$ cat src/sv/utmc_pkg.sv
// Shared types and constants for the ultrasonic trigger mode controller.
`timescale 1ns / 1ps
`default_nettype none
package utmc_pkg;

	typedef enum logic [2:0] {
		MODE_STOP   = 3'd0,
		MODE_MANUAL = 3'd1,
		MODE_WAIT   = 3'd2,
		MODE_REC    = 3'd3,
		MODE_TEST   = 3'd4
	} mode_t;

	typedef enum logic [1:0] {
		REQ_HOST   = 2'd0,
		REQ_EDGE   = 2'd1,
		REQ_SAMPLE = 2'd2,
		REQ_TICK   = 2'd3
	} req_kind_t;

	typedef enum logic [2:0] {
		MSG_NONE      = 3'd0,
		MSG_REC_START = 3'd1,
		MSG_REC_STOP  = 3'd2,
		MSG_TH_ACK    = 3'd3,
		MSG_DIST      = 3'd4,
		MSG_AVG       = 3'd5
	} msg_t;

	localparam logic CMD_START = 1'b0;
	localparam logic CMD_STOP  = 1'b1;

	localparam logic [7:0] CH_MANUAL = 8'h4D; // 'M'
	localparam logic [7:0] CH_STOP   = 8'h53; // 'S'
	localparam logic [7:0] CH_WAIT   = 8'h44; // 'D'
	localparam logic [7:0] CH_TEST   = 8'h54; // 'T'
	localparam logic [7:0] CH_THRESH = 8'h52; // 'R'

	localparam logic [7:0] TH_MIN = 8'd2;
	localparam logic [7:0] TH_MAX = 8'd200;

	localparam logic [3:0] DEB_RESET = 4'd3;

	// near limit in echo units: width*343 < th*200000 + 20  <=>  dist <= th*10000
	localparam int unsigned LIM_W = 26;
	localparam logic [LIM_W-1:0] LIM_SCALE = 26'd200000;
	localparam logic [LIM_W-1:0] LIM_OFS   = 26'd20;
	localparam logic [LIM_W-1:0] LIM_RESET = 26'd2000020;

	localparam logic [40:0] SOUND_MUL = 41'd343;
	// floor(x/5) = (x * RECIP5) >> 34 for any 32-bit x
	localparam logic [31:0] RECIP5 = 32'hCCCCCCCD;

	typedef struct packed {
		req_kind_t   req_type;
		logic [7:0]  byte_value;
		logic [31:0] capture_time;
	} in_req_t;

	typedef struct packed {
		mode_t       mode;
		logic        cmd_valid;
		logic        cmd;
		msg_t        msg;
		logic        pulse;
		logic        led;
		logic [7:0]  th;
		logic [31:0] width;
	} res_t;

endpackage
`default_nettype wire

$ cat src/sv/utmc_ctrl.sv
// Mode, debounce, edge pairing and sample window state; one request per cycle while fire is high.
`timescale 1ns / 1ps
`default_nettype none
module utmc_ctrl #(
	parameter int AVG_TAPS = 3
) (
	input  wire                          clk,
	input  wire                          arst_n,
	input  wire                          en,
	input  wire                          fire,
	input  utmc_pkg::in_req_t            req,
	input  wire  [3:0]                   deb_cnt,
	output utmc_pkg::res_t               res_s2,
	output logic [8+$clog2(AVG_TAPS)-1:0] sum_s2
);

	localparam int L      = $clog2(AVG_TAPS);
	localparam int SUM_W  = 8 + L;
	localparam int SLOT_W = (AVG_TAPS > 1) ? $clog2(AVG_TAPS) : 1;
	localparam logic [SLOT_W-1:0] SLOT_LAST = SLOT_W'(AVG_TAPS - 1);

	utmc_pkg::mode_t mode_q, mode_d;
	logic await_q, await_d;
	logic [utmc_pkg::LIM_W-1:0] lim_q, lim_d;
	logic fes_q, fes_d;
	logic [31:0] fet_q, fet_d;
	logic [3:0] near_q, near_d, far_q, far_d;
	logic [7:0] win_q [AVG_TAPS];
	logic [7:0] win_d [AVG_TAPS];
	logic [SLOT_W-1:0] slot_q, slot_d;
	logic led_q, led_d;

	utmc_pkg::res_t res;
	logic [SUM_W-1:0] sum;
	logic [31:0] width;
	logic [40:0] echo;
	logic near_hit, far_hit, ranging, win_wr;
	logic [3:0] near_inc, far_inc;
	logic [7:0] th;

	assign width    = req.capture_time - fet_q;
	assign echo     = {9'b0, width} * utmc_pkg::SOUND_MUL;
	assign near_hit = (width != 32'd0) && (echo < {15'b0, lim_q});
	assign far_hit  = !(echo < {15'b0, lim_q});
	assign near_inc = (near_q == 4'hF) ? near_q : near_q + 4'd1;
	assign far_inc  = (far_q == 4'hF) ? far_q : far_q + 4'd1;
	assign ranging  = (mode_q == utmc_pkg::MODE_WAIT) || (mode_q == utmc_pkg::MODE_REC) ||
		(mode_q == utmc_pkg::MODE_TEST);
	assign win_wr   = (req.req_type == utmc_pkg::REQ_SAMPLE) &&
		((mode_q == utmc_pkg::MODE_MANUAL) || (mode_q == utmc_pkg::MODE_REC));

	always_comb begin
		th = req.byte_value;
		if (req.byte_value < utmc_pkg::TH_MIN) begin
			th = utmc_pkg::TH_MIN;
		end else if (req.byte_value > utmc_pkg::TH_MAX) begin
			th = utmc_pkg::TH_MAX;
		end
	end

	// window with the new byte in place, and its sum
	always_comb begin
		sum = '0;
		for (int i = 0; i < AVG_TAPS; i++) begin
			win_d[i] = (win_wr && (slot_q == SLOT_W'(i))) ? req.byte_value : win_q[i];
			sum      = sum + SUM_W'(win_d[i]);
		end
	end

	always_comb begin
		mode_d  = mode_q;
		await_d = await_q;
		lim_d   = lim_q;
		fes_d   = fes_q;
		fet_d   = fet_q;
		near_d  = near_q;
		far_d   = far_q;
		slot_d  = slot_q;
		led_d   = led_q;

		res.cmd_valid = 1'b0;
		res.cmd       = utmc_pkg::CMD_START;
		res.msg       = utmc_pkg::MSG_NONE;
		res.pulse     = 1'b0;
		res.th        = th;
		res.width     = width;

		unique case (req.req_type)
			utmc_pkg::REQ_HOST: begin
				led_d = ~led_q;
				if (await_q) begin
					lim_d   = {18'b0, th} * utmc_pkg::LIM_SCALE + utmc_pkg::LIM_OFS;
					near_d  = 4'd0;
					far_d   = 4'd0;
					await_d = 1'b0;
					res.msg = utmc_pkg::MSG_TH_ACK;
				end else if (req.byte_value == utmc_pkg::CH_MANUAL) begin
					mode_d        = utmc_pkg::MODE_MANUAL;
					res.cmd_valid = 1'b1;
					res.cmd       = utmc_pkg::CMD_START;
				end else if (req.byte_value == utmc_pkg::CH_STOP) begin
					mode_d        = utmc_pkg::MODE_STOP;
					res.cmd_valid = 1'b1;
					res.cmd       = utmc_pkg::CMD_STOP;
				end else if (req.byte_value == utmc_pkg::CH_WAIT) begin
					mode_d = utmc_pkg::MODE_WAIT;
				end else if (req.byte_value == utmc_pkg::CH_TEST) begin
					mode_d = utmc_pkg::MODE_TEST;
				end else if (req.byte_value == utmc_pkg::CH_THRESH) begin
					await_d = 1'b1;
				end
			end
			utmc_pkg::REQ_EDGE: begin
				if (!ranging) begin
					fes_d = 1'b0;
				end else if (!fes_q) begin
					fet_d = req.capture_time;
					fes_d = 1'b1;
				end else begin
					fes_d = 1'b0;
					if (mode_q == utmc_pkg::MODE_TEST) begin
						res.msg = utmc_pkg::MSG_DIST;
					end else if (mode_q == utmc_pkg::MODE_WAIT) begin
						if (near_hit) begin
							far_d = 4'd0;
							if (near_inc >= deb_cnt) begin
								mode_d        = utmc_pkg::MODE_REC;
								near_d        = 4'd0;
								res.cmd_valid = 1'b1;
								res.cmd       = utmc_pkg::CMD_START;
								res.msg       = utmc_pkg::MSG_REC_START;
							end else begin
								near_d = near_inc;
							end
						end else begin
							near_d = 4'd0;
						end
					end else begin
						if (far_hit) begin
							near_d = 4'd0;
							if (far_inc >= deb_cnt) begin
								mode_d        = utmc_pkg::MODE_WAIT;
								far_d         = 4'd0;
								res.cmd_valid = 1'b1;
								res.cmd       = utmc_pkg::CMD_STOP;
								res.msg       = utmc_pkg::MSG_REC_STOP;
							end else begin
								far_d = far_inc;
							end
						end else begin
							far_d = 4'd0;
						end
					end
				end
			end
			utmc_pkg::REQ_SAMPLE: begin
				if (win_wr) begin
					slot_d  = (slot_q == SLOT_LAST) ? '0 : slot_q + SLOT_W'(1);
					res.msg = utmc_pkg::MSG_AVG;
				end
			end
			utmc_pkg::REQ_TICK: begin
				res.pulse = ranging;
			end
		endcase

		res.mode = mode_d;
		res.led  = led_d;
	end

	always_ff @(posedge clk or negedge arst_n) begin
		if (!arst_n) begin
			mode_q  <= utmc_pkg::MODE_STOP;
			await_q <= 1'b0;
			lim_q   <= utmc_pkg::LIM_RESET;
			fes_q   <= 1'b0;
			fet_q   <= '0;
			near_q  <= '0;
			far_q   <= '0;
			slot_q  <= '0;
			led_q   <= 1'b0;
			for (int i = 0; i < AVG_TAPS; i++) begin
				win_q[i] <= '0;
			end
		end else if (fire) begin
			mode_q  <= mode_d;
			await_q <= await_d;
			lim_q   <= lim_d;
			fes_q   <= fes_d;
			fet_q   <= fet_d;
			near_q  <= near_d;
			far_q   <= far_d;
			slot_q  <= slot_d;
			led_q   <= led_d;
			for (int i = 0; i < AVG_TAPS; i++) begin
				win_q[i] <= win_d[i];
			end
		end
	end

	always_ff @(posedge clk) begin
		if (en) begin
			res_s2 <= res;
			sum_s2 <= sum;
		end
	end

endmodule
`default_nettype wire

$ cat src/sv/utmc_post.sv
// Distance and average arithmetic stages and the result register.
`timescale 1ns / 1ps
`default_nettype none
module utmc_post #(
	parameter int AVG_TAPS = 3
) (
	input  wire                           clk,
	input  wire                           en,
	input  utmc_pkg::res_t                res_s2,
	input  wire  [8+$clog2(AVG_TAPS)-1:0] sum_s2,
	output utmc_pkg::res_t                res_q,
	output logic [31:0]                   host_value_q
);

	localparam int L      = $clog2(AVG_TAPS);
	localparam int SUM_W  = 8 + L;
	localparam int DIV_SH = SUM_W + L;
	localparam logic [DIV_SH:0] RECIP = (DIV_SH+1)'(((1 << DIV_SH) + AVG_TAPS - 1) / AVG_TAPS);
	localparam int PROD_W = SUM_W + DIV_SH + 1;

	// range = 17*w + floor(3*w/20) = floor(343*w/20)
	logic [33:0] three_w;
	logic [63:0] q_prod;
	logic [36:0] w17;
	logic [PROD_W-1:0] avg_prod;

	utmc_pkg::res_t res_s3;
	logic [36:0] w17_s3;
	logic [29:0] q_s3;
	logic [7:0]  avg_s3;

	logic [37:0] dist_full;
	logic [31:0] range_um;
	logic [31:0] value;

	assign three_w  = {2'b0, res_s2.width} + {1'b0, res_s2.width, 1'b0};
	assign q_prod   = {32'b0, three_w[33:2]} * {32'b0, utmc_pkg::RECIP5};
	assign w17      = {5'b0, res_s2.width} + {1'b0, res_s2.width, 4'b0};
	assign avg_prod = PROD_W'(sum_s2) * PROD_W'(RECIP);

	always_ff @(posedge clk) begin
		if (en) begin
			res_s3 <= res_s2;
			w17_s3 <= w17;
			q_s3   <= q_prod[63:34];
			avg_s3 <= avg_prod[DIV_SH +: 8];
		end
	end

	assign dist_full = {1'b0, w17_s3} + {8'b0, q_s3};
	assign range_um  = (|dist_full[37:32]) ? 32'hFFFF_FFFF : dist_full[31:0];

	always_comb begin
		unique case (res_s3.msg)
			utmc_pkg::MSG_TH_ACK: value = {24'b0, res_s3.th};
			utmc_pkg::MSG_DIST:   value = range_um;
			utmc_pkg::MSG_AVG:    value = {24'b0, avg_s3};
			default:              value = 32'd0;
		endcase
	end

	always_ff @(posedge clk) begin
		if (en) begin
			res_q        <= res_s3;
			host_value_q <= value;
		end
	end

endmodule
`default_nettype wire

$ cat src/sv/ultrasonic_trigger_mode_controller_top.sv
// Top level of the ultrasonic trigger mode controller.
// Path: a request is registered in req_s1, res_s2, res_s3 and res_q before its result is valid.
// Throughput: one request per cycle; the four-stage pipeline freezes while a
// result waits under out_stall.
// Reset: arst_n clears all valids and returns the mode state to stop, the
// threshold to 10 cm and the debounce limit to 3; no clearing pass.
`timescale 1ns / 1ps
`default_nettype none
module ultrasonic_trigger_mode_controller_top #(
	parameter int AVG_TAPS = 3
) (
	input  wire         clk,
	input  wire         arst_n,
	input  wire         in_valid,
	output logic        in_stall,
	input  wire  [1:0]  req_type,
	input  wire  [7:0]  byte_value,
	input  wire  [31:0] capture_time,
	output logic        out_valid,
	input  wire         out_stall,
	output logic [2:0]  mode,
	output logic        sampler_cmd_valid,
	output logic        sampler_cmd,
	output logic [2:0]  host_msg,
	output logic [31:0] host_value,
	output logic        trigger_pulse,
	output logic        led_on,
	input  wire         cfg_valid,
	output logic        cfg_ready,
	input  wire  [3:0]  deb_limit
);

	localparam int SUM_W = 8 + $clog2(AVG_TAPS);

	logic en;
	logic valid_s1, valid_s2, valid_s3, out_valid_q;
	logic [3:0] deb_q;
	utmc_pkg::in_req_t req_s1;
	utmc_pkg::res_t res_s2, res_q;
	logic [SUM_W-1:0] sum_s2;
	logic [31:0] host_value_q;

	assign en        = !(out_valid_q && out_stall);
	assign in_stall  = !en;
	assign cfg_ready = 1'b1;

	always_ff @(posedge clk or negedge arst_n) begin
		if (!arst_n) begin
			deb_q <= utmc_pkg::DEB_RESET;
		end else if (cfg_valid) begin
			deb_q <= deb_limit;
		end
	end

	always_ff @(posedge clk or negedge arst_n) begin
		if (!arst_n) begin
			valid_s1    <= 1'b0;
			valid_s2    <= 1'b0;
			valid_s3    <= 1'b0;
			out_valid_q <= 1'b0;
		end else if (en) begin
			valid_s1    <= in_valid;
			valid_s2    <= valid_s1;
			valid_s3    <= valid_s2;
			out_valid_q <= valid_s3;
		end
	end

	always_ff @(posedge clk) begin
		if (en) begin
			req_s1.req_type     <= utmc_pkg::req_kind_t'(req_type);
			req_s1.byte_value   <= byte_value;
			req_s1.capture_time <= capture_time;
		end
	end

	utmc_ctrl #(
		.AVG_TAPS(AVG_TAPS)
	) u_ctrl (
		.clk    (clk),
		.arst_n (arst_n),
		.en     (en),
		.fire   (valid_s1 && en),
		.req    (req_s1),
		.deb_cnt(deb_q),
		.res_s2 (res_s2),
		.sum_s2 (sum_s2)
	);

	utmc_post #(
		.AVG_TAPS(AVG_TAPS)
	) u_post (
		.clk         (clk),
		.en          (en),
		.res_s2      (res_s2),
		.sum_s2      (sum_s2),
		.res_q       (res_q),
		.host_value_q(host_value_q)
	);

	assign out_valid         = out_valid_q;
	assign mode              = res_q.mode;
	assign sampler_cmd_valid = res_q.cmd_valid;
	assign sampler_cmd       = res_q.cmd;
	assign host_msg          = res_q.msg;
	assign host_value        = host_value_q;
	assign trigger_pulse     = res_q.pulse;
	assign led_on            = res_q.led;

endmodule
`default_nettype wire
$ cat config.mk
export PLATFORM = sky130hd
export DESIGN_NAME = ultrasonic_trigger_mode_controller_top
export DESIGN_NICKNAME = d
export VERILOG_FILES = /design/src/sv/utmc_pkg.sv /design/src/sv/utmc_ctrl.sv /design/src/sv/utmc_post.sv /design/src/sv/ultrasonic_trigger_mode_controller_top.sv
export SDC_FILE = /design/constraint.sdc
export NUM_CORES = 2
export LEC_CHECK = 0
export ABC_AREA = 1
export BUFFER_PORTS_ARGS = -buffer_cell sky130_fd_sc_hd__buf_2
export CAP_MARGIN = 10
export CORE_AREA = 2 2 302 304
export CTS_BUF_LIST = sky130_fd_sc_hd__clkbuf_16
export DETAILED_ROUTE_END_ITERATION = 6
export DIE_AREA = 0 0 304 306
export GPL_ROUTABILITY_DRIVEN = 0
export GPL_TIMING_DRIVEN = 0
export PLACE_DENSITY = 0.74
export RECOVER_POWER = 25
export REMOVE_ABC_BUFFERS = 1
export SLEW_MARGIN = 10
export SYNTH_ARGS = -nofsm -noshare
export SYNTH_HDL_FRONTEND = slang
export SYNTH_SLANG_ARGS = --single-unit
$ cat constraint.sdc
create_clock -name clk -period 16.1 [get_ports clk]
set_input_delay 2.415 -clock clk [delete_from_list [all_inputs] [get_ports clk]]
set_output_delay 2.415 -clock clk [all_outputs]
set_load 0.02 [all_outputs]
==> out/summary.md <==
### Worst setup path
• **Worst path most repeated cell** sky130_fd_sc_hd__nand2_1
• **Worst path depth** 37
• **standard cell with the maximum stage delay on the critical path** sky130_fd_sc_hd__xnor2_1
• **CP max stage delay** 0.75 ns
• **worst setup path endpoint** u_post.q_s3[24]$_DFFE_PN_
• **setup slack of the most critical reg-to-reg path** 5.54 ns
• **Setup CP Type** register to register
• **startpoint class of the critical path** register
• **kind of capture point of the worst setup path** register
• **Worst Path Max Fanout** 6
• **WP buf/inv** 5
• **cells on worst reg2reg path** 37
• **startpoint of the worst register-to-register path** u_ctrl.res_s2[2]$_DFFE_PN_
• **end of the worst register-to-register path** u_post.q_s3[24]$_DFFE_PN_
• **worst setup path startpoint** u_ctrl.res_s2[2]$_DFFE_PN_
• **critical path's top delay family** adder cells
• **critical path data required time** 16.38 ns
• **data arrival time of the worst path** 10.84 ns

### Global routing
• **number of antenna violations at the first check in global routing** 1
• **vias in the first global route** 40190
• **wire length of the first global-routing pass** 209700 um
• **Overflow after GRT** 0
• **maximum number of pins on one net before global-route repair** 66
• **global-route usage over all layers** 28.48%

### STA
• **final number of hold-violating endpoints** 0
• **Setup-failing EPs final** 0
• **post-route minimum period** 10.56 ns
• **final worst-path cycle share** 65.62%
• **Fmax achieved** 0.09466 GHz
• **worst rel slew slack** -150.9%
• **Worst-Margin Slew** 3.763 ns
• **setup TNS** 0 ns
• **worst clock skew on the final layout** 0.03477 ns
• **setup repair after global routing missed its margin** no
• **max-slew violation count** 103

### Logic synthesis
• **arithmetic-cell share of the synthesized area counting full adders, half adders and majority gates** 41.74%
• **most instantiated library cell after synthesis** sky130_fd_sc_hd__inv_1
• **Cell Area, Synth** 0.04893 mm2
• **fraction of synthesized area in multiplexers** 0.09206%
• **Primary FF master, synth** sky130_fd_sc_hd__edfxtp_1
• **most frequent cells after synthesis** 1494 x sky130_fd_sc_hd__inv_1, 1087 x sky130_fd_sc_hd__nand2_1, 768 x sky130_fd_sc_hd__ha_1
• **basic-gate share of the synthesized area counting and, or, nand and nor cells** 14.76%
• **largest family of logic cells by synthesized area** adder cells
• **synth warn** 0
• **average footprint of a synthesized cell** 8.295 um2
• **number of instances in the synthesized netlist** 5898
• **Distinct cells, synth** 59
• **share of async-settable or async-resettable flops after synthesis** 29.67%
• **proportion of synthesized chip area in sequential cells** 19.68%
• **xor/xnor cell area share of the yosys netlist** 3.706%
• **post-synthesis sequential element count** 337
• **number of enable flip-flop cells after synthesis** 237
• **cell taking the most area after synthesis** sky130_fd_sc_hd__fa_1
• **area share of the largest cell type after synthesis** 22.10%
• **fraction of the mapped netlist area in compound gates** 8.150%
• **Synth area leaders** sky130_fd_sc_hd__fa_1 22%, sky130_fd_sc_hd__ha_1 20%, sky130_fd_sc_hd__edfxtp_1 15%, sky130_fd_sc_hd__inv_1 11%, sky130_fd_sc_hd__nand2_1 8.3%

### Hold path
• **class of the tightest hold or removal check** register to register
• **number of cells on the worst hold path** 0
• **worst hold start** u_ctrl.res_s2[33]$_DFFE_PN_

### Clocking
• **later-pin clock latency in the skew report** 0.58 ns
• **post-CTS clock slew at the launch and capture registers of the worst setup and hold paths** 0.06 ns
• **maximum level of the CTS H-tree** 2
• **cts repair resizes** 0
• **clk sinks** 337
• **number of buffers created by CTS** 40
• **setup repair bufs after CTS** 0
• **CTS tree** built
• **hold buffer count at cts** 0
• **library cell used as clock root buffer** sky130_fd_sc_hd__clkbuf_16
• **buffer depth of the longest clock path** 3

### Cells and area
• **Filler Cell Count** 7924
• **Nets** 7373
• **layout cell share with drive strength beyond 1** 3.655%
• **Antenna Cells** 0
• **Synth-to-Final Area Change** 6.593%

### Drt
• **number of DRC markers in iteration 0** 3120
• **first-pass iteration count of the detailed router** 5
• **vias** 39060
• **number of design rule violations left after detail routing** 0
• **via density per instance** 5.408
• **wire length reported by the detailed router** 128600 um
• **post-DR wirelength/cell** 17.81 um
• **residual antenna-violating net count after detailed routing** 0

### Status
• **status** complete, but fails checks
• **violations in the final reports** max-capacitance violations, max-slew violations

### Placement
• **# port buffers** 94
• **estimated wirelength of the detail-placed design** 109900 um

### Floorplan
• **width of the die** 304 um
• **Die H** 306 um
• **I/O pin count** 96
• **Site Rows** 110
• **area of the core** 0.08960 mm2
• **starting density of the core** 54.61%
• **total die area** 0.09302 mm2

### Job
• **count of max-cap constraint violations** 2

-- logic make-up (layout without fill, tap and decap cells) --
family,after synthesis,count (layout)
other,1,1
and+or+nand+nor,1781,1781
DFF,337,337
AOI/OAI and AO/OA,718,718
buffers and inverters,1542,1690
adders and majority gates,1308,1308
muxes,4,4
xor gates and xnor gates,207,207
-- worst reg2reg max path, delay by kind of cell (launching register included) --
kind / cells / cell delay (ns)
compound gates: 11 / 2.40
xor+xnor: 2 / 0.96
fa+ha+maj: 10 / 5.09
buf+inv: 5 / 0.32
flops: 1 / 0.59
simple gates: 9 / 0.91
-- per-stage QoR --
stage	util (%)	hold WS, ns	cell area (um2)	setup WS, ns	instances
floorplan	-	0.4003	48810	3.950	5871
detailed placement	56.84	0.4054	50930	5.789	7148
finish	58.21	0.4032	52150	5.536	7222
global placement	56.64	0.4022	50750	0.6552	7141
CTS	58.26	0.3957	52200	5.727	7222
global route	58.21	0.4141	52150	5.087	7222
-- routing by layer --
metal	GRT usage (%)	part of all wire (%)	up-vias
li1	-	-	18720
met1	36.24	41	18620
met2	48.71	47	1399
met3	4.203	7.2	325
met4	11.78	4.8	2
met5	0	0.0086	-
-- flip-flops by register name, summed over array words and instances, names as in the netlist, 3 cells and up --
signal,count
u_ctrl.res_s2,50
u_ctrl.near_q,4
u_post.res_q,10
u_post.res_s3,18
deb_q,4
u_post.host_value_q,32
u_post.q_s3,30
u_ctrl.fet_q,32
req_s1,42
u_ctrl.lim_q,20
u_ctrl.win_q,24
u_post.w17_s3,37
u_ctrl.far_q,4
u_post.avg_s3,8
u_ctrl.sum_s2,10
u_ctrl.mode_q,3
-- final cells by class --
cell class                 count  area [um2]  share of cell area [%]
clock buffer                  41        1026                   1.967
clock inverter                33       249.0                  0.4774
inverter                    1515        5687                   10.90
multi-input combinational   4019       33490                   64.22
sequential                   337        9630                   18.47
tap                         1176        1471                   2.821
timing repair buffer         101       596.8                   1.144
-- layout by cell type, fill, tap and decap left out, types with 91 or more instances in the layout --
master,instances
sky130_fd_sc_hd__nand2_1,1089
sky130_fd_sc_hd__nand3_1,149
sky130_fd_sc_hd__nor2_1,401
sky130_fd_sc_hd__dfrtp_1,91
sky130_fd_sc_hd__edfxtp_1,237
sky130_fd_sc_hd__inv_1,1506
sky130_fd_sc_hd__a21oi_1,329
sky130_fd_sc_hd__fa_1,540
sky130_fd_sc_hd__o21ai_0,211
sky130_fd_sc_hd__xor2_1,138
sky130_fd_sc_hd__ha_1,768
-- worst min-delay path by stage --
stage / to / slack [ns]
detailed placement: u_post.res_s3[33]$_DFFE_PN_ / 0.41
floorplan: u_post.res_q[40]$_DFFE_PN_ / 0.40
global placement: u_post.res_s3[37]$_DFFE_PN_ / 0.40
CTS: u_post.res_s3[33]$_DFFE_PN_ / 0.40
global route: u_post.res_s3[33]$_DFFE_PN_ / 0.41
finish: u_post.res_s3[33]$_DFFE_PN_ / 0.40
Power is not shown: default switching activity piles up to over one toggle a cycle in this logic, so the estimate is an artifact.
